==> config.mk <==
export PLATFORM = sky130hd
export DESIGN_NAME = usb_config_descriptor_walker
export DESIGN_NICKNAME = d
export VERILOG_FILES = /design/src/sv/ucdw_pkg.sv /design/src/sv/usb_config_descriptor_walker.sv /design/src/sv/ucdw_walker.sv /design/src/sv/ucdw_claim.sv
export SDC_FILE = /design/constraint.sdc
export NUM_CORES = 1
export LEC_CHECK = 0
export BUFFER_PORTS_ARGS = -buffer_cell sky130_fd_sc_hd__buf_2
export CORE_MARGIN = 1.5
export CORE_UTILIZATION = 62
export CTS_CLUSTER_DIAMETER = 80
export DETAILED_ROUTE_END_ITERATION = 10
export HOLD_SLACK_MARGIN = 0.06
export MAX_ROUTING_LAYER = met4
export PLACE_DENSITY = 0.81
export SETUP_SLACK_MARGIN = 0.4
export SLEW_MARGIN = 20
export SYNTH_ARGS = -nofsm -noshare
export SYNTH_HDL_FRONTEND = slang
export SYNTH_SLANG_ARGS = --single-unit
==> constraint.sdc <==
create_clock -name clk_i -period 7 [get_ports clk_i]
set_input_delay 0.7 -clock clk_i [delete_from_list [all_inputs] [get_ports clk_i]]
set_output_delay 0.7 -clock clk_i [all_outputs]
set_load 0.005 [all_outputs]
==> src/sv/ucdw_pkg.sv <==
`default_nettype none

package ucdw_pkg;

  // Input item kind
  typedef enum logic [1:0] {
    KIND_FIRST = 2'd0,
    KIND_NEXT  = 2'd1,
    KIND_GONE  = 2'd2
  } kind_e;

  // Claimed interface class as shown on the result
  typedef enum logic [1:0] {
    CLAIM_NONE = 2'd0,
    CLAIM_MIDI = 2'd1,
    CLAIM_KBD  = 2'd2
  } claim_e;

  localparam logic [7:0] DESC_INTERFACE = 8'h04;
  localparam logic [7:0] DESC_ENDPOINT  = 8'h05;

  localparam logic [7:0] CLASS_AUDIO    = 8'h01;
  localparam logic [7:0] SUBCLASS_MIDI  = 8'h03;
  localparam logic [7:0] PROTO_NONE     = 8'h00;
  localparam logic [7:0] CLASS_HID      = 8'h03;
  localparam logic [7:0] SUBCLASS_BOOT  = 8'h01;
  localparam logic [7:0] PROTO_KEYBOARD = 8'h01;

  localparam logic [1:0] XFER_BULK = 2'd2;
  localparam logic [1:0] XFER_INTR = 2'd3;

  // One completed descriptor, handed from the walker to the claim logic
  typedef struct packed {
    logic       fire;
    logic [7:0] dtype;
    logic [7:0] field2;
    logic [7:0] field3;
    logic [7:0] field4;
    logic [7:0] field5;
    logic [7:0] field6;
    logic [7:0] field7;
  } desc_evt_t;

endpackage

`default_nettype wire

==> src/sv/usb_config_descriptor_walker.sv <==
// Channel  | Handshake               | Payload
// ---------+-------------------------+----------------------------------------------
// input    | in_valid_i / in_ready_o | kind_i, desc_byte_i
// result   | out_valid_o/out_ready_i | claimed_class_o .. walk_done_o (one per input)
//
// One input transfer every cycle while the result slot is free or being taken.
// The input register feeds the walk and claim logic; the walk and claim
// registers themselves form the result register, so they advance only when the
// result slot is free or being taken.
// A stalled result holds the state; one further input transfer waits in the input register.
// Reset clears the walk, the claim and both valid flags.
`default_nettype none

module usb_config_descriptor_walker #(
  parameter int unsigned CAPTURE_BYTES = 8
) (
  input  logic        clk_i,
  input  logic        rst_ni,
  input  logic        in_valid_i,
  output logic        in_ready_o,
  input  logic [1:0]  kind_i,
  input  logic [7:0]  desc_byte_i,
  output logic        out_valid_o,
  input  logic        out_ready_i,
  output logic [1:0]  claimed_class_o,
  output logic [7:0]  claimed_interface_o,
  output logic        keyboard_ready_o,
  output logic        midi_ready_o,
  output logic [7:0]  in_endpoint_o,
  output logic [7:0]  out_endpoint_o,
  output logic [7:0]  poll_interval_o,
  output logic [15:0] max_packet_o,
  output logic        parse_error_o,
  output logic        walk_done_o
);

  logic       s1_valid_q;
  logic [1:0] kind_q;
  logic [7:0] byte_q;
  logic       out_valid_q;
  logic       advance, step, gone;

  ucdw_pkg::desc_evt_t evt;
  ucdw_pkg::claim_e    claim;

  // Advance when the result slot is empty or its transfer completes this cycle
  assign advance    = !out_valid_q || out_ready_i;
  assign step       = s1_valid_q && advance;
  assign in_ready_o = !s1_valid_q || advance;
  assign gone       = step && (kind_q == ucdw_pkg::KIND_GONE);

  always_ff @(posedge clk_i or negedge rst_ni) begin
    if (!rst_ni) begin
      s1_valid_q <= 1'b0;
    end else if (in_ready_o) begin
      s1_valid_q <= in_valid_i;
    end
  end

  // Payload of the input register needs no reset
  always_ff @(posedge clk_i) begin
    if (in_valid_i && in_ready_o) begin
      kind_q <= kind_i;
      byte_q <= desc_byte_i;
    end
  end

  always_ff @(posedge clk_i or negedge rst_ni) begin
    if (!rst_ni) begin
      out_valid_q <= 1'b0;
    end else if (advance) begin
      out_valid_q <= s1_valid_q;
    end
  end

  // Split bytes into descriptors, track total length, error and done
  ucdw_walker #(
    .CAPTURE_BYTES(CAPTURE_BYTES)
  ) u_walker (
    .clk_i  (clk_i),
    .rst_ni (rst_ni),
    .step_i (step),
    .kind_i (kind_q),
    .byte_i (byte_q),
    .evt_o  (evt),
    .error_o(parse_error_o),
    .done_o (walk_done_o)
  );

  // Claim the interface and collect its endpoints from completed descriptors
  ucdw_claim u_claim (
    .clk_i     (clk_i),
    .rst_ni    (rst_ni),
    .gone_i    (gone),
    .evt_i     (evt),
    .claim_o   (claim),
    .iface_o   (claimed_interface_o),
    .kbd_rdy_o (keyboard_ready_o),
    .midi_rdy_o(midi_ready_o),
    .ep_in_o   (in_endpoint_o),
    .ep_out_o  (out_endpoint_o),
    .interval_o(poll_interval_o),
    .mps_o     (max_packet_o)
  );

  assign claimed_class_o = claim;
  assign out_valid_o     = out_valid_q;

  // An error always stops the walk
  a_error_done : assert property (@(posedge clk_i) disable iff (!rst_ni)
    parse_error_o |-> walk_done_o)
    else $error("parse error without walk done");

  a_midi_claim : assert property (@(posedge clk_i) disable iff (!rst_ni)
    midi_ready_o |-> (claim == ucdw_pkg::CLAIM_MIDI))
    else $error("midi ready without midi claim");

  a_kbd_claim : assert property (@(posedge clk_i) disable iff (!rst_ni)
    keyboard_ready_o |-> (claim == ucdw_pkg::CLAIM_KBD))
    else $error("keyboard ready without keyboard claim");

  // State moves only on a step, so a stalled result holds its walk flags
  a_hold_done : assert property (@(posedge clk_i) disable iff (!rst_ni)
    (out_valid_o && !out_ready_i) |=> $stable(walk_done_o) && $stable(claim))
    else $error("result state changed under stall");

endmodule

`default_nettype wire

==> src/sv/ucdw_walker.sv <==
`default_nettype none

module ucdw_walker #(
  parameter int unsigned CAPTURE_BYTES = 8
) (
  input  logic                clk_i,
  input  logic                rst_ni,
  input  logic                step_i,
  input  logic [1:0]          kind_i,
  input  logic [7:0]          byte_i,
  output ucdw_pkg::desc_evt_t evt_o,
  output logic                error_o,
  output logic                done_o
);

  logic [15:0] off_q, off_d, off_b, off_n;
  logic [15:0] tot_q, tot_d, tot_b, tot_new;
  logic [7:0]  len_q, len_d, len_b, len_n;
  logic [7:0]  pos_q, pos_d, pos_b;
  logic [7:0]  type_q, type_d, type_b, type_n;
  logic [7:0]  cap_q [CAPTURE_BYTES];
  logic [7:0]  cap_d [CAPTURE_BYTES];
  logic [7:0]  cap_n [CAPTURE_BYTES];
  logic        err_q, err_d, err_b;
  logic        done_q, done_d, done_b;

  logic        is_first, is_byte, feed;
  logic        at_start, zero_len, overrun, early_err;
  logic [16:0] off_sum;
  logic        hdr, more, hdr_err;

  always_comb begin
    is_first = (kind_i == ucdw_pkg::KIND_FIRST);
    is_byte  = is_first || (kind_i == ucdw_pkg::KIND_NEXT);

    // A new set restarts the walk
    off_b  = is_first ? 16'd0 : off_q;
    tot_b  = is_first ? 16'd0 : tot_q;
    len_b  = is_first ? 8'd0  : len_q;
    pos_b  = is_first ? 8'd0  : pos_q;
    type_b = is_first ? 8'd0  : type_q;
    err_b  = is_first ? 1'b0  : err_q;
    done_b = is_first ? 1'b0  : done_q;

    feed      = is_byte && !done_b;
    at_start  = (pos_b == 8'd0);
    zero_len  = at_start && (byte_i == 8'd0);
    off_sum   = {1'b0, off_b} + {9'd0, byte_i};
    overrun   = at_start && (off_b != 16'd0) && (off_sum > {1'b0, tot_b});
    early_err = zero_len || overrun;

    len_n  = at_start ? byte_i : len_b;
    type_n = (pos_b == 8'd1) ? byte_i : (at_start ? 8'd0 : type_b);
    for (int i = 0; i < CAPTURE_BYTES; i++) begin
      cap_n[i] = (pos_b == 8'(i)) ? byte_i : (at_start ? 8'd0 : cap_q[i]);
    end

    hdr     = (off_b == {8'd0, pos_b});
    off_n   = off_b + 16'd1;
    more    = ({1'b0, pos_b} + 9'd1) < {1'b0, len_n};
    tot_new = hdr ? {cap_n[3], cap_n[2]} : tot_b;
    hdr_err = hdr && ({8'd0, len_n} > tot_new);

    // Hold everything but the restart by default
    off_d  = off_b;
    tot_d  = tot_b;
    len_d  = len_b;
    pos_d  = pos_b;
    type_d = type_b;
    err_d  = err_b;
    done_d = done_b;
    for (int i = 0; i < CAPTURE_BYTES; i++) begin
      cap_d[i] = is_first ? 8'd0 : cap_q[i];
    end

    if (feed) begin
      if (early_err) begin
        err_d  = 1'b1;
        done_d = 1'b1;
      end else begin
        off_d  = off_n;
        len_d  = len_n;
        type_d = type_n;
        cap_d  = cap_n;
        pos_d  = more ? pos_b + 8'd1 : 8'd0;
        if (!more) begin
          tot_d = tot_new;
          if (hdr_err) begin
            err_d  = 1'b1;
            done_d = 1'b1;
          end else if (off_n >= tot_new) begin
            done_d = 1'b1;
          end
        end
      end
    end
  end

  always_comb begin
    evt_o.fire   = step_i && feed && !early_err && !more && !hdr_err;
    evt_o.dtype  = type_n;
    evt_o.field2 = cap_n[2];
    evt_o.field3 = cap_n[3];
    evt_o.field4 = cap_n[4];
    evt_o.field5 = cap_n[5];
    evt_o.field6 = cap_n[6];
    evt_o.field7 = cap_n[7];
  end

  assign error_o = err_q;
  assign done_o  = done_q;

  always_ff @(posedge clk_i or negedge rst_ni) begin
    if (!rst_ni) begin
      off_q  <= '0;
      tot_q  <= '0;
      len_q  <= '0;
      pos_q  <= '0;
      type_q <= '0;
      err_q  <= 1'b0;
      done_q <= 1'b0;
      for (int i = 0; i < CAPTURE_BYTES; i++) begin
        cap_q[i] <= '0;
      end
    end else if (step_i) begin
      off_q  <= off_d;
      tot_q  <= tot_d;
      len_q  <= len_d;
      pos_q  <= pos_d;
      type_q <= type_d;
      err_q  <= err_d;
      done_q <= done_d;
      cap_q  <= cap_d;
    end
  end

endmodule

`default_nettype wire

==> src/sv/ucdw_claim.sv <==
`default_nettype none

module ucdw_claim (
  input  logic                clk_i,
  input  logic                rst_ni,
  input  logic                gone_i,
  input  ucdw_pkg::desc_evt_t evt_i,
  output ucdw_pkg::claim_e    claim_o,
  output logic [7:0]          iface_o,
  output logic                kbd_rdy_o,
  output logic                midi_rdy_o,
  output logic [7:0]          ep_in_o,
  output logic [7:0]          ep_out_o,
  output logic [7:0]          interval_o,
  output logic [15:0]         mps_o
);

  ucdw_pkg::claim_e claim_q, claim_d;
  logic [7:0]  iface_q, iface_d;
  logic        kbd_rdy_q, kbd_rdy_d;
  logic        midi_in_q, midi_in_d;
  logic        midi_out_q, midi_out_d;
  logic        midi_rdy_q, midi_rdy_d;
  logic [7:0]  ep_in_q, ep_in_d;
  logic [7:0]  ep_out_q, ep_out_d;
  logic [7:0]  interval_q, interval_d;
  logic [15:0] mps_q, mps_d;

  logic        is_midi, is_kbd, dir_in;
  logic [1:0]  xfer;

  always_comb begin
    is_midi = (evt_i.field5 == ucdw_pkg::CLASS_AUDIO) &&
              (evt_i.field6 == ucdw_pkg::SUBCLASS_MIDI) &&
              (evt_i.field7 == ucdw_pkg::PROTO_NONE);
    is_kbd  = (evt_i.field5 == ucdw_pkg::CLASS_HID) &&
              (evt_i.field6 == ucdw_pkg::SUBCLASS_BOOT) &&
              (evt_i.field7 == ucdw_pkg::PROTO_KEYBOARD);
    xfer    = evt_i.field3[1:0];
    dir_in  = evt_i.field2[7];

    claim_d    = claim_q;
    iface_d    = iface_q;
    kbd_rdy_d  = kbd_rdy_q;
    midi_in_d  = midi_in_q;
    midi_out_d = midi_out_q;
    midi_rdy_d = midi_rdy_q;
    ep_in_d    = ep_in_q;
    ep_out_d   = ep_out_q;
    interval_d = interval_q;
    mps_d      = mps_q;

    if (gone_i) begin
      claim_d    = ucdw_pkg::CLAIM_NONE;
      iface_d    = '0;
      kbd_rdy_d  = 1'b0;
      midi_in_d  = 1'b0;
      midi_out_d = 1'b0;
      midi_rdy_d = 1'b0;
      ep_in_d    = '0;
      ep_out_d   = '0;
      interval_d = '0;
      mps_d      = '0;
    end else if (evt_i.fire) begin
      if (evt_i.dtype == ucdw_pkg::DESC_INTERFACE) begin
        if (claim_q == ucdw_pkg::CLAIM_NONE) begin
          if (is_midi) begin
            claim_d = ucdw_pkg::CLAIM_MIDI;
            iface_d = evt_i.field2;
          end else if (is_kbd) begin
            claim_d = ucdw_pkg::CLAIM_KBD;
            iface_d = evt_i.field2;
          end
        end
      end else if (evt_i.dtype == ucdw_pkg::DESC_ENDPOINT) begin
        if (claim_q == ucdw_pkg::CLAIM_KBD && !kbd_rdy_q) begin
          if (xfer == ucdw_pkg::XFER_INTR && dir_in) begin
            ep_in_d    = evt_i.field2;
            interval_d = evt_i.field6;
            mps_d      = {evt_i.field5, evt_i.field4};
            kbd_rdy_d  = 1'b1;
          end
        end else if (claim_q == ucdw_pkg::CLAIM_MIDI && !midi_rdy_q &&
                     xfer == ucdw_pkg::XFER_BULK) begin
          if (dir_in) begin
            ep_in_d   = evt_i.field2;
            midi_in_d = 1'b1;
          end else begin
            ep_out_d   = evt_i.field2;
            midi_out_d = 1'b1;
          end
          mps_d      = {evt_i.field5, evt_i.field4};
          midi_rdy_d = midi_in_d && midi_out_d;
        end
      end
    end
  end

  assign claim_o    = claim_q;
  assign iface_o    = iface_q;
  assign kbd_rdy_o  = kbd_rdy_q;
  assign midi_rdy_o = midi_rdy_q;
  assign ep_in_o    = ep_in_q;
  assign ep_out_o   = ep_out_q;
  assign interval_o = interval_q;
  assign mps_o      = mps_q;

  always_ff @(posedge clk_i or negedge rst_ni) begin
    if (!rst_ni) begin
      claim_q    <= ucdw_pkg::CLAIM_NONE;
      iface_q    <= '0;
      kbd_rdy_q  <= 1'b0;
      midi_in_q  <= 1'b0;
      midi_out_q <= 1'b0;
      midi_rdy_q <= 1'b0;
      ep_in_q    <= '0;
      ep_out_q   <= '0;
      interval_q <= '0;
      mps_q      <= '0;
    end else begin
      claim_q    <= claim_d;
      iface_q    <= iface_d;
      kbd_rdy_q  <= kbd_rdy_d;
      midi_in_q  <= midi_in_d;
      midi_out_q <= midi_out_d;
      midi_rdy_q <= midi_rdy_d;
      ep_in_q    <= ep_in_d;
      ep_out_q   <= ep_out_d;
      interval_q <= interval_d;
      mps_q      <= mps_d;
    end
  end

endmodule

`default_nettype wire
# Yosys cells after proc, flatten, opt, wreduce, memory -nomap -nowiden
# Cells that the tools add are included.
# op_classes
n_eq_ne	27
mux	135
reduce_logical	57
magnitude_cmp	4
n_addsub	4
# ops
cell	count
$mux W8	63
$mux W16	15
$mux W64	2
$mux W1	49
$eq A8 B3 Y1 const B	6
$eq A8 B1 Y1 const B	4
$eq A8 B2 Y1 const B	4
$logic_not A8 Y1	3
$logic_and A1 B1 Y1	21
$add A16 B8 Y17	1
$gt A17 B16 Y1	1
$add A16 B1 Y16 const B	1
$eq A16 B8 Y1	1
$ge A16 B16 Y1	1
$gt A8 B16 Y1	1
$reduce_bool A16 Y1	1
$reduce_and A5 Y1	3
$reduce_bool A2 Y1	7
$mux W2	6
$reduce_and A6 Y1	2
$add A8 B1 Y9 const B	1
$lt A9 B8 Y1	1
$reduce_bool A3 Y1	3
$add A8 B1 Y8 const B	1
other kinds (10)	29
# word_totals
register_bits	188
out_inout_bits	56
elab_cells	256
in_bits	14

# Longest topological paths before layout
# Gate-level depths: netlist (run 1).
# logic_depth
ltp_word	20
mapped_depth	29
mapped_depth_nobuf	22

# Cells and area by module
# From an unflattened synthesis (run 1), not the netlist that was laid out.
# unflattened
hier_cells	1270
area_unflattened_um2	11088.1
# modules_own_cells
module	area_each_um2	cells_per_inst	n_inst	seq_area_each_um2
ucdw_walker	8127.8	996	1	2652.5
ucdw_claim	2561.2	255	1	1326.3
usb_config_descriptor_walker	399.1	19	1	350.3

# Least setup slack after synthesis (run 1)
# No wires, ideal clock.
# synth_timing
kind	register to register
from	reg kind_q[1]
to	reg u_walker.len_q[0]
path_buffers	7
slack_ps	884
arrival_time_ps	5996
stages_incl_launch_ff	27
synth_period_minus_slack_ps	6116
setup_time_ps	120
path_cell_list	edfxtp_1 -> clkbuf_1 -> or2_1 -> clkbuf_1 -> clkbuf_1 -> clkbuf_1 -> and2_1 -> ha_1 -> a21oi_1 -> maj3_1 -> maj3_1 -> o22ai_1 -> a41o_1 -> o2111ai_1 -> xor2_1 -> nor2_1 -> ha_1 -> and3_1 -> a221o_1 -> a31oi_1 -> a31oi_1 -> o31ai_1 -> clkbuf_1 -> nand2_1 -> clkbuf_1 -> buf_1 -> a31o_1
# synth_via
elab_chain_cells	8
elab_cells_between_ends	21
cone_classes	add/sub: 1; order compare: 1; eq/ne: 1; mux: 8; reduce/logical: 10
# synth_rtl
item	line	text
from (decl)	usb_config_descriptor_walker.sv:38	logic [1:0] kind_q;
from (signal assigned)	usb_config_descriptor_walker.sv:63	kind_q <= kind_i;
$logic_not A2 Y1	ucdw_walker.sv:33	is_first = (kind_i == ucdw_pkg::KIND_FIRST);
$mux W16 / $mux W8 (equally long branches)	ucdw_walker.sv:37, ucdw_walker.sv:40	
$add A16 B8 Y17, or another cell as far along	ucdw_walker.sv:48	off_sum = {1'b0, off_b} + {9'd0, byte_i};
$gt A17 B16 Y1 / $logic_and A1 B1 Y1 (equally long branches)	ucdw_walker.sv:49	overrun = at_start && (off_b != 16'd0) && (off_sum > {1'b0, tot_b});
$logic_and A1 B1 Y1	ucdw_walker.sv:49	
$logic_or A1 B1 Y1	ucdw_walker.sv:50	early_err = zero_len || overrun;
$mux W8	ucdw_walker.sv:77	if (early_err) begin
$mux W8 *	ucdw_walker.sv:76	if (feed) begin
to (signal assigned)	ucdw_walker.sv:128	len_q <= len_d;
to (decl)	ucdw_walker.sv:18	logic [7:0] len_q, len_d, len_b, len_n;
# Every way passes the cells marked *; elsewhere a longest branch is shown, timed or not.
# A chain may end at the register's enable or synchronous reset.

# Worst setup path in the final report (run 1)
# layout_timing
from	reg kind_q[1]
to	reg u_claim.interval_q[6] (netlist: u_claim.interval_o[6])
# layout_via
elab_chain_cells	12
elab_cells_between_ends	63
cone_classes	add/sub: 2; order compare: 3; eq/ne: 11; mux: 22; reduce/logical: 25
# layout_rtl
item	line	text
$logic_not A2 Y1	ucdw_walker.sv:33	
$mux W16 / $mux W8 (equally long branches)	ucdw_walker.sv:37, ucdw_walker.sv:40	
$add A16 B8 Y17, or another cell as far along	ucdw_walker.sv:48	
$gt A17 B16 Y1, or another cell as far along	ucdw_walker.sv:49	
$logic_and A1 B1 Y1 / $mux W8 (equally long branches)	ucdw_walker.sv:49, ucdw_walker.sv:55	
$logic_or A1 B1 Y1 / $mux W16 (equally long branches)	ucdw_walker.sv:50, ucdw_walker.sv:61	
$logic_not A1 Y1 / $gt A8 B16 Y1 (equally long branches)	ucdw_walker.sv:100, ucdw_walker.sv:62	
$logic_and A1 B1 Y1, on equally long branches	ucdw_walker.sv:100, ucdw_walker.sv:62	
$logic_and A1 B1 Y1 / $logic_not A1 Y1 (equally long branches)	ucdw_walker.sv:100	evt_o.fire = step_i && feed && !early_err && !more && !hdr_err;
$logic_and A1 B1 Y1	ucdw_walker.sv:100	
$reduce_bool A2 Y1 (no source line)	-	
$reduce_and A5 Y1 (no source line)	-	
to (signal assigned)	ucdw_claim.sv:129	interval_q <= interval_d;
to (decl)	ucdw_claim.sv:26	logic [7:0] interval_q, interval_d;
# Parallel ways exist; a longest one is shown, timed or not. The select of a mux whose other input is x is not followed.

==> impl_results.md, run 1 <==
- Count leader, synth: dfrtp_1
- Top cells by count, synth: dfrtp_1, nor2_1, nand2_1, clkbuf_1, ha_1
- Worst slew pin tran: 0.935 ns
- CTS buffer count: 17
- Tot GR Track Use: 0.371
- Clock Sinks: 171
- Synth Area in Adders: 0.0721
- Post-CTS sizing: 0
- Mux contribution to synthesized area: 0.0293
- Crit start category: flip-flop
- Yosys cell types: 82
- Peak supply drop: 0.243 mV
- Synth warn: 0
- Final Hold Vio Count: 0
- Crit Path Class: reg -> reg
- WL/cell: 22.1 um
- Drt drc: 0
- Main combinational cell family by area after synthesis: compound AO/OA/AOI/OAI gates
- Max-slew violation count: 0
- Final-report setup violation count: 0
- HPWL Detailed: 21.7 mm
- Final WL: 31.2 mm
- Hold Path Class: in -> async
- Complex-gate fraction of the synthesized area: 0.219
- RSZ-0062 raised after global routing: no
- Post-synth top area cell: dfrtp_1
- Relative slew margins: 0.377
- Core area: 16,600 um^2
- Area Growth Syn to Fin: 9.83%
- Die Span Y: 134 um
- Area share of the largest cell type after synthesis: 0.381
- Post-Place Worst Slack: 0.918 ns
- Initial Utilization: 0.636
- Final Cycle Share: 0.883
- Setup_tns: 0 ns
- Clock Pin Slew Worst Setup and Hold Paths: 0.07 ns
- Layout cells sized above 1: 0.124
- CP required: 7.37 ns
- Post-CTS setup buffers: 0
- Synth area leaders: dfrtp_1, ha_1, nor2_1
- Synthesized netlist cell count: 1,148
- DRT antenna net count: 0
- Clock Skew: 0.00932 ns
- Grt ovf: 0
- TritonCTS clock tree: built
- PnR worst setup slack: 0.820 ns
- Post-synth EDFFs: 10
- Die area: 17,900 um^2
- Fmax: 162 MHz
- Worst Hold Slack: 0.353 ns
- Post-Syn Area: 10,600 um^2
- Std cell rows: 47
- Sequential fraction of the synthesis area: 0.409
- Via/cell ratio: 6.73
- # IOs: 70
- Synth async-reset ratio: 0.942
- Syn Area/Cell: 9.22 um^2
- Initial antenna violation count: 0
- H-tree Lvls: 4
- Most used DFF post-synth: dfrtp_1
- Hold_buf cts: 0
- Clock power frac: 0.305
- Outcome: complete, no violations
- Vias in the first global route: 8,922
- Pre-Repair DR Iteration Count: 6
- Total power: 2.98 mW
- Later-pin clock latency in the skew report: 0.45 ns
- Period minus WS final: 6.18 ns
- Fraction of power spent switching nets: 0.378
- Fill cells: 1,281
- First-pass GRT wire length: 49.8 mm
- Iter 0 DRT Violations: 1,279
- Placer Congestion: 1.02
- Post-Synth XOR/XNOR Area: 0.0373
- Finished Layout Cells: 1,409
- Critical Path AT: 6.55 ns
- Logic gate share of total power: 0.311
- PortBufs: 68
- Reg power frac: 0.384
- Ant. Diodes: 0
- DP Cell Count: 1,378
- Largest net degree at the start of global routing: 95
- Maximum Capacitance Violations: 0
- Internal: 1.86 mW
- Root Driver: clkbuf_16
- PwrDens: 257 nW/um^2
- Routed via count: 9,480
- Die width: 134 um
- Leak pwr: 5.32 nW
- Sw power: 1.13 mW
- Clock Path Buffers: 2
- Flops & latches, synth: 171
- Final nets: 1,249
- Post-Synth Simple-Gate Area: 0.189
- Crit-path max FO: 12
- Net Count, Synth: 1,220
- Setup crit end kind: flip-flop
[worst paths after layout]
path                       cells past startpoint           startpoint  slack (ns)                    end
max reg2reg                                   20            kind_q[1]        0.82  u_claim.interval_o[6]
min                                            1               rst_ni        0.35      u_walker.tot_q[8]
max in group asynchronous                      2               rst_ni        5.16     u_walker.cap_q[11]
min in group clk_i                             1       desc_byte_i[0]        0.43              byte_q[0]
min reg2reg                                    2  u_claim.ep_out_o[5]        0.48    u_claim.ep_out_o[5]
max                                           20            kind_q[1]        0.82  u_claim.interval_o[6]
[cell usage in the layout, fill, tap and decap left out, types with 23 or more instances in the layout]
cell	n
a31o_1	36
a211oi_1	27
ha_1	57
xor2_1	23
inv_1	34
nor2_1	122
nand2_1	101
o21ai_0	23
a22oi_1	24
nand3_1	50
buf_2	67
a22o_1	27
o21ai_1	47
dfrtp_1	161
a21oi_1	33
[state kept, by name, summed over array words and instances (netlist names), 7 cells and up]
register and cells:
u_claim.iface_o 8, u_claim.mps_o 16, u_claim.interval_o 8, u_walker.off_q 16
u_walker.type_q 8, u_claim.ep_in_o 8, byte_q 8, u_walker.tot_q 16
u_walker.pos_q 8, u_walker.cap_q 48, u_claim.ep_out_o 7, u_walker.len_q 8
[area by class of cell]
cell class | instances | area (um^2) | share of cell area
Multi-Input combinational cell | 863 | 5820 | 0.501
Sequential cell | 171 | 4330 | 0.373
Timing Repair Buffer | 90 | 512 | 0.0440
Clock inverter | 13 | 115 | 0.00991
Tap cell | 220 | 275 | 0.0237
Inverter | 34 | 128 | 0.0110
Clock buffer | 18 | 439 | 0.0378
[logic make-up after synthesis]
group / Yosys count
adder cells (fa/ha/maj): 61
AND/OR/NAND/NOR: 403
buffers and inverters: 114
AO/OA/AOI/OAI: 324
other: 1
multiplexers: 29
flip-flops: 171
XOR/XNOR: 45
[metrics by stage]
| stage | util | instance area (um^2) |
|---|---|---|
| 6_report | 0.698 | 11600 |
| 5_1_grt | 0.698 | 11600 |
| 4_1_cts | 0.698 | 11600 |
| 3_5_place_dp | 0.665 | 11100 |
| 3_3_place_gp | 0.665 | 11100 |
| 2_1_floorplan | - | 10600 |
[worst max-delay path: stages, from the launching register on]
cell and delay (ns):
edfxtp_1 0.55, or2_1 0.41, and2_1 0.25, ha_1 0.28, a21oi_1 0.06, maj3_1 0.40
maj3_1 0.36, o22ai_1 0.26, a41o_1 0.31, o2111ai_1 0.14, xor2_1 0.17, nor2_1 0.11
ha_1 0.26, and3_1 0.21, a221o_1 0.29, a31oi_1 0.18, a31oi_1 0.16, o31a_1 0.41
nor3_2 0.77, mux2_1 0.39, nor2_1 0.10
[layer usage]
layer,wire length [um],share of wire,track usage,up-vias
met3,3010,0.096,0.0689,82
met2,13800,0.44,0.539,547
li1,-,-,-,4277
met1,13500,0.43,0.525,4574
met4,886,0.028,0.130,0
met5,0,0,-,-
[power groups by stage]
stage	combinational [mW]	sequential, mW	clock, mW
2_1_floorplan	0.627	1.13	0
3_3_place_gp	0.876	1.16	0
3_5_place_dp	0.894	1.16	0
4_1_cts	0.900	1.14	0.904
5_1_grt	1.01	1.15	0.946
6_report	0.928	1.15	0.910
(Power assumes the default switching activity.)
==> run 2: changes to the inputs <==
Settings changed: CELL_PAD_IN_SITES_DETAIL_PLACEMENT from default to 2, CELL_PAD_IN_SITES_GLOBAL_PLACEMENT from default to 2, CORE_UTILIZATION 62 to 39, PLACE_DENSITY 0.81 to default, PLACE_DENSITY_LB_ADDON from default to 0.1.
==> run 2 against run 1 <==
Net effect:
- via count is 1.1% higher
- register-to-register slack better by 0.08 ns
- die area is 58% higher
- clock power is 9.0% higher
- global-route usage is 7.0 points lower
- fmax is 1.3% higher
- first-iteration DRC count is 48% lower
- cell count is 9.6% higher
- clock-buffer cell count is 1 lower
- wire length is 28% higher
- worst hold slack worse by 0.033 ns
- highest routed layer unchanged
- utilization is 25 points lower
==> impl_results.md, run 2 (synthesized netlist as in run 1, its figures left out) <==
- Grt ovf: 0
- DRT antenna net count: 0
- PortBufs: 68
- Later-pin clock latency in the skew report: 0.45 ns
- Peak supply drop: 0.161 mV
- Post-Place Worst Slack: 0.736 ns
- H-tree Lvls: 4
- Drt drc: 0
- Core area: 26,800 um^2
- Initial Utilization: 0.395
- Crit start category: flip-flop
- Iter 0 DRT Violations: 662
- Most frequent cells in the layout: dfrtp_1, nor2_1, nand2_1
- Outcome: complete, no violations
- RSZ-0062 raised after global routing: no
- CTS buffer count: 17
- Routed via count: 9,584
- Area Growth Syn to Fin: 12.8%
- Layout cells sized above 1: 0.137
- Worst reg2reg path depth: 21
- Tot GR Track Use: 0.301
- Fmax: 164 MHz
- Final-report setup violation count: 0
- Hold Path Class: in -> async
- Most flops, register: u_walker.cap_q
- Root Driver: clkbuf_16
- # IOs: 70
- Fill cells: 2,882
- Clock Skew: 0.0150 ns
- Via/cell ratio: 6.21
- Placer Congestion: 0.852
- Post-CTS setup buffers: 0
- Die width: 168 um
- Worst R2R Setup Slack: 0.90 ns
- Max-slew violation count: 0
- Relative slew margins: 0.370
- Area occupied by multi-input gates: 5840 um^2
- HPWL Detailed: 28.6 mm
- Largest net degree at the start of global routing: 93
- Final WL: 39.9 mm
- Clock Path Buffers: 2
- Die Span Y: 168 um
- Setup crit end kind: flip-flop
- Die area: 28,100 um^2
- Worst slew pin tran: 0.945 ns
- Period minus WS final: 6.10 ns
- Std cell rows: 60
- Initial antenna violation count: 0
- Maximum Capacitance Violations: 0
- PnR worst setup slack: 0.902 ns
- Final nets: 1,262
- Leak pwr: 5.41 nW
- Hold_buf cts: 0
- CP required: 7.33 ns
- First-pass GRT wire length: 62.3 mm
- Max FFs per register: 48
- Ant. Diodes: 0
- Final Cycle Share: 0.871
- Finished Core Util: 0.445
- Crit Path Class: reg -> reg
- WL/cell: 25.9 um
- Clock Sinks: 171
- Crit-path max FO: 55
- Most common cell after layout, fill and taps aside: dfrtp_1
- Setup_tns: 0 ns
- Final Hold Vio Count: 0
- Clock Pin Slew Worst Setup and Hold Paths: 0.08 ns
- Pre-Repair DR Iteration Count: 5
- PwrDens: 265 nW/um^2
- Critical Path AT: 6.43 ns
- Storage element area: 4330 um^2
- TritonCTS clock tree: built
- Vias in the first global route: 10,309
[run 2: cell types whose count changed in the layout (fill, tap and decap cells not counted), moves of 3 or more]
cell | previous run | this run
clkinv_4 | 5 | 2
inv_8 | 1 | 4
buf_4 | 22 | 35
clkinv_8 | 1 | 4
[run 2: critical path: stages (launching register included)]
cell and delay (ns):
edfxtp_1 0.54, or2_4 0.38, and2_1 0.21, ha_1 0.28, a21oi_1 0.06, maj3_1 0.41, maj3_1 0.36, o22ai_1 0.30
a41o_1 0.34, o2111ai_1 0.15, xor2_1 0.16, nor2_1 0.06, ha_1 0.34, and3_1 0.21, a221o_1 0.30, a31oi_1 0.16
a31oi_1 0.20, o31ai_1 0.24, buf_4 0.28, nand2_8 0.26, buf_4 0.43, a31o_1 0.26
[run 2: cell type report]
cell class,count,area share
clock inverters,15,0.0145
flip-flops and latches,171,0.363
multi-input cells,863,0.490
well taps,341,0.0357
inverters,34,0.0107
repair buffers,103,0.0511
clock buffers,17,0.0356
[run 2: path summary, 6_finish.rpt]
check / from / end
hold / removal: rst_ni / u_walker.off_q[9]
hold reg to reg: u_claim.ep_out_o[4] / u_claim.ep_out_o[4]
setup / recovery: kind_q[0] / u_walker.cap_q[17]
setup reg to reg: kind_q[0] / u_walker.cap_q[17]
max in group asynchronous: rst_ni / u_walker.len_q[4]
min in group clk_i: desc_byte_i[3] / byte_q[3]
[run 2: layer usage]
metal	GRT usage	wire length [um]	up-vias
li1	-	-	4289
met1	0.389	18000	5021
met2	0.481	19100	214
met3	0.0541	1770	60
met4	0.0940	996	0
met5	-	0	-
[run 2: timing repair]
action                                 in CTS  in global routing
resized for setup                           0                  3
endpoints found under the hold margin       0                  0
setup endpoints to repair                   0                 43
[run 2: metrics by stage]
stage	area, um^2	total power, mW	hold WS [ns]	cells
after global placement	11300	2.12	0.465	1512
after floorplan	10600	1.76	0.404	1148
final	11900	3.16	0.320	1544
after detailed placement	11300	2.15	0.478	1512
after CTS	11900	3.16	0.369	1544
after global routing	11900	3.31	0.386	1544
[run 2: where the power goes]
part | total (mW) | leakage, nW | switching [mW] | internal (mW)
registers | 1.14 | 2.30 | 0.0730 | 1.07
clock network | 0.992 | 0.294 | 0.508 | 0.484
logic | 1.03 | 2.81 | 0.699 | 0.328
total | 3.16 | 5.41 | 1.28 | 1.88
==> run 3: changes to the inputs <==
Settings changed: CORE_ASPECT_RATIO from default to 1.1, REMOVE_ABC_BUFFERS from default to 1.
==> run 3 against run 2 <==
Net effect:
- clock-buffer cell count rose by 3
- sequential share of layout area about the same
- design area barely moved
- largest power group unchanged
- wire length increased by 0.44%
- worst setup slack worse by 0.17 ns
- sequential power hardly changed
- largest cell class unchanged
- clock skew is 0.0022 ns lower
- via count decreased by 0.17%
- worst hold slack improved by 0.015 ns
- combinational power hardly changed
- cell count is 1.2% higher
==> impl_results.md, run 3 (synthesized netlist as in run 1, its figures left out) <==
- Worst slew pin tran: 1.00 ns
- Worst reg2reg endpoint: u_walker.off_q[13]
- Hold Path Class: in -> async
- Tot GR Track Use: 0.301
- Final Cycle Share: 0.896
- Routed via count: 9,568
- Critical Path AT: 6.66 ns
- Placed Area: 11,400 um^2
- DRT antenna net count: 0
- Relative slew margins: 0.323
- Setup_tns: 0 ns
- Outcome: complete, no violations
- Initial antenna violation count: 0
- Initial Utilization: 0.395
- Worst reg2reg path depth: 22
- Ant. Diodes: 0
- CP required: 7.38 ns
- Hold_buf cts: 0
- Die area: 28,100 um^2
- Post-Place Worst Slack: 0.614 ns
- Most flops, register: u_walker.cap_q
- Core area: 26,800 um^2
- PnR worst setup slack: 0.728 ns
- Clock Path Buffers: 2
- TritonCTS clock tree: built
- Fmax: 159 MHz
- Period minus WS final: 6.27 ns
- Clock Sinks: 171
- Max-slew violation count: 0
- Clock Skew: 0.0129 ns
- Final-report setup violation count: 0
- Design area: 11,900 um^2
- Grt ovf: 0
- Clock Pin Slew Worst Setup and Hold Paths: 0.08 ns
- Iter 0 DRT Violations: 591
- Setup crit end kind: flip-flop
- RSZ-0062 raised after global routing: yes
- Final nets: 1,264
- Root Driver: clkbuf_16
- Finished Core Util: 0.445
- Later-pin clock latency in the skew report: 0.44 ns
- Crit start category: flip-flop
- H-tree Lvls: 4
- Placer Congestion: 0.896
- Pre-Repair DR Iteration Count: 4
- WL/cell: 25.7 um
- Maximum Capacitance Violations: 0
- Layout cells sized above 1: 0.135
- Most common cell after layout, fill and taps aside: dfrtp_1
- Max FFs per register: 48
- Largest net degree at the start of global routing: 94
- Area Growth Syn to Fin: 12.8%
- PwrDens: 260 nW/um^2
- Drt drc: 0
- Total power: 3.10 mW
- Leak pwr: 5.40 nW
- Finished Layout Cells: 1,562
- Crit-path max FO: 16
- Die width: 160 um
- Via/cell ratio: 6.13
- Final Hold Vio Count: 0
- HPWL Detailed: 28.9 mm
- Std cell rows: 63
- Final WL: 40.1 mm
- Peak supply drop: 0.215 mV
- Post-CTS setup buffers: 0
- Post-CTS sizing: 0
- Crit Path Class: reg -> reg
- Worst Hold Slack: 0.335 ns
- Vias in the first global route: 10,073
- Most frequent cells in the layout: dfrtp_1, nor2_1, nand2_1
- Die Span Y: 176 um
- # IOs: 70
- Worst R2R Setup Slack: 0.73 ns
- PortBufs: 68
- DP Cell Count: 1,530
- First-pass GRT wire length: 62.4 mm
- CTS buffer count: 17
- R2R Path Start: kind_q[0]
run 3: area by class of cell:
cell class	count	area, um^2
Clock inverter	12	106
Sequential cell	171	4330
Multi-Input combinational cell	863	5840
Inverter	34	128
Tap cell	357	447
Fill cell	2930	14900
Timing Repair Buffer	105	637
Clock buffer	20	447
run 3: power breakdown:
part           internal [mW]  total [mW]  switching (mW)  leakage, nW
clock network          0.474       0.923           0.448        0.262
logic                  0.339        1.03           0.690         2.84
registers               1.07        1.15          0.0762         2.30
total                   1.89        3.10            1.21         5.40
run 3: worst max-delay path by stage:
stage | start | to | slack [ns]
after floorplan | kind_q[1] | u_walker.off_q[4] | -0.62
after global placement | kind_q[1] | u_claim.interval_o[0] | 0.85
after detailed placement | kind_q[0] | u_claim.interval_o[6] | 0.61
after CTS | kind_q[0] | u_claim.interval_o[6] | 0.55
after global routing | kind_q[1] | u_claim.iface_o[6] | 0.40
final | kind_q[0] | u_walker.off_q[13] | 0.73
run 3: worst max-delay path: stages (launching register included):
cell and delay (ns):
edfxtp_1 0.54, or2_1 0.31, buf_4 0.20, and2_1 0.20, ha_1 0.28, a21oi_1 0.06, maj3_1 0.41, maj3_1 0.37
o22ai_1 0.31, a41o_1 0.32, o2111ai_1 0.14, xor2_1 0.16, nor2_1 0.05, ha_1 0.34, and3_1 0.21, a221o_1 0.30
a31oi_1 0.17, a31oi_1 0.18, o31a_1 0.43, nor2_2 0.58, buf_4 0.39, a32oi_1 0.15, nand2b_1 0.10
run 3: layer usage:
| metal | track usage | routed length [um] | vias up |
|---|---|---|---|
| met5 | - | 0 | - |
| met4 | 0.0802 | 858 | 0 |
| met3 | 0.0418 | 1660 | 45 |
| met2 | 0.496 | 19700 | 222 |
| met1 | 0.390 | 17800 | 4993 |
| li1 | - | - | 4308 |
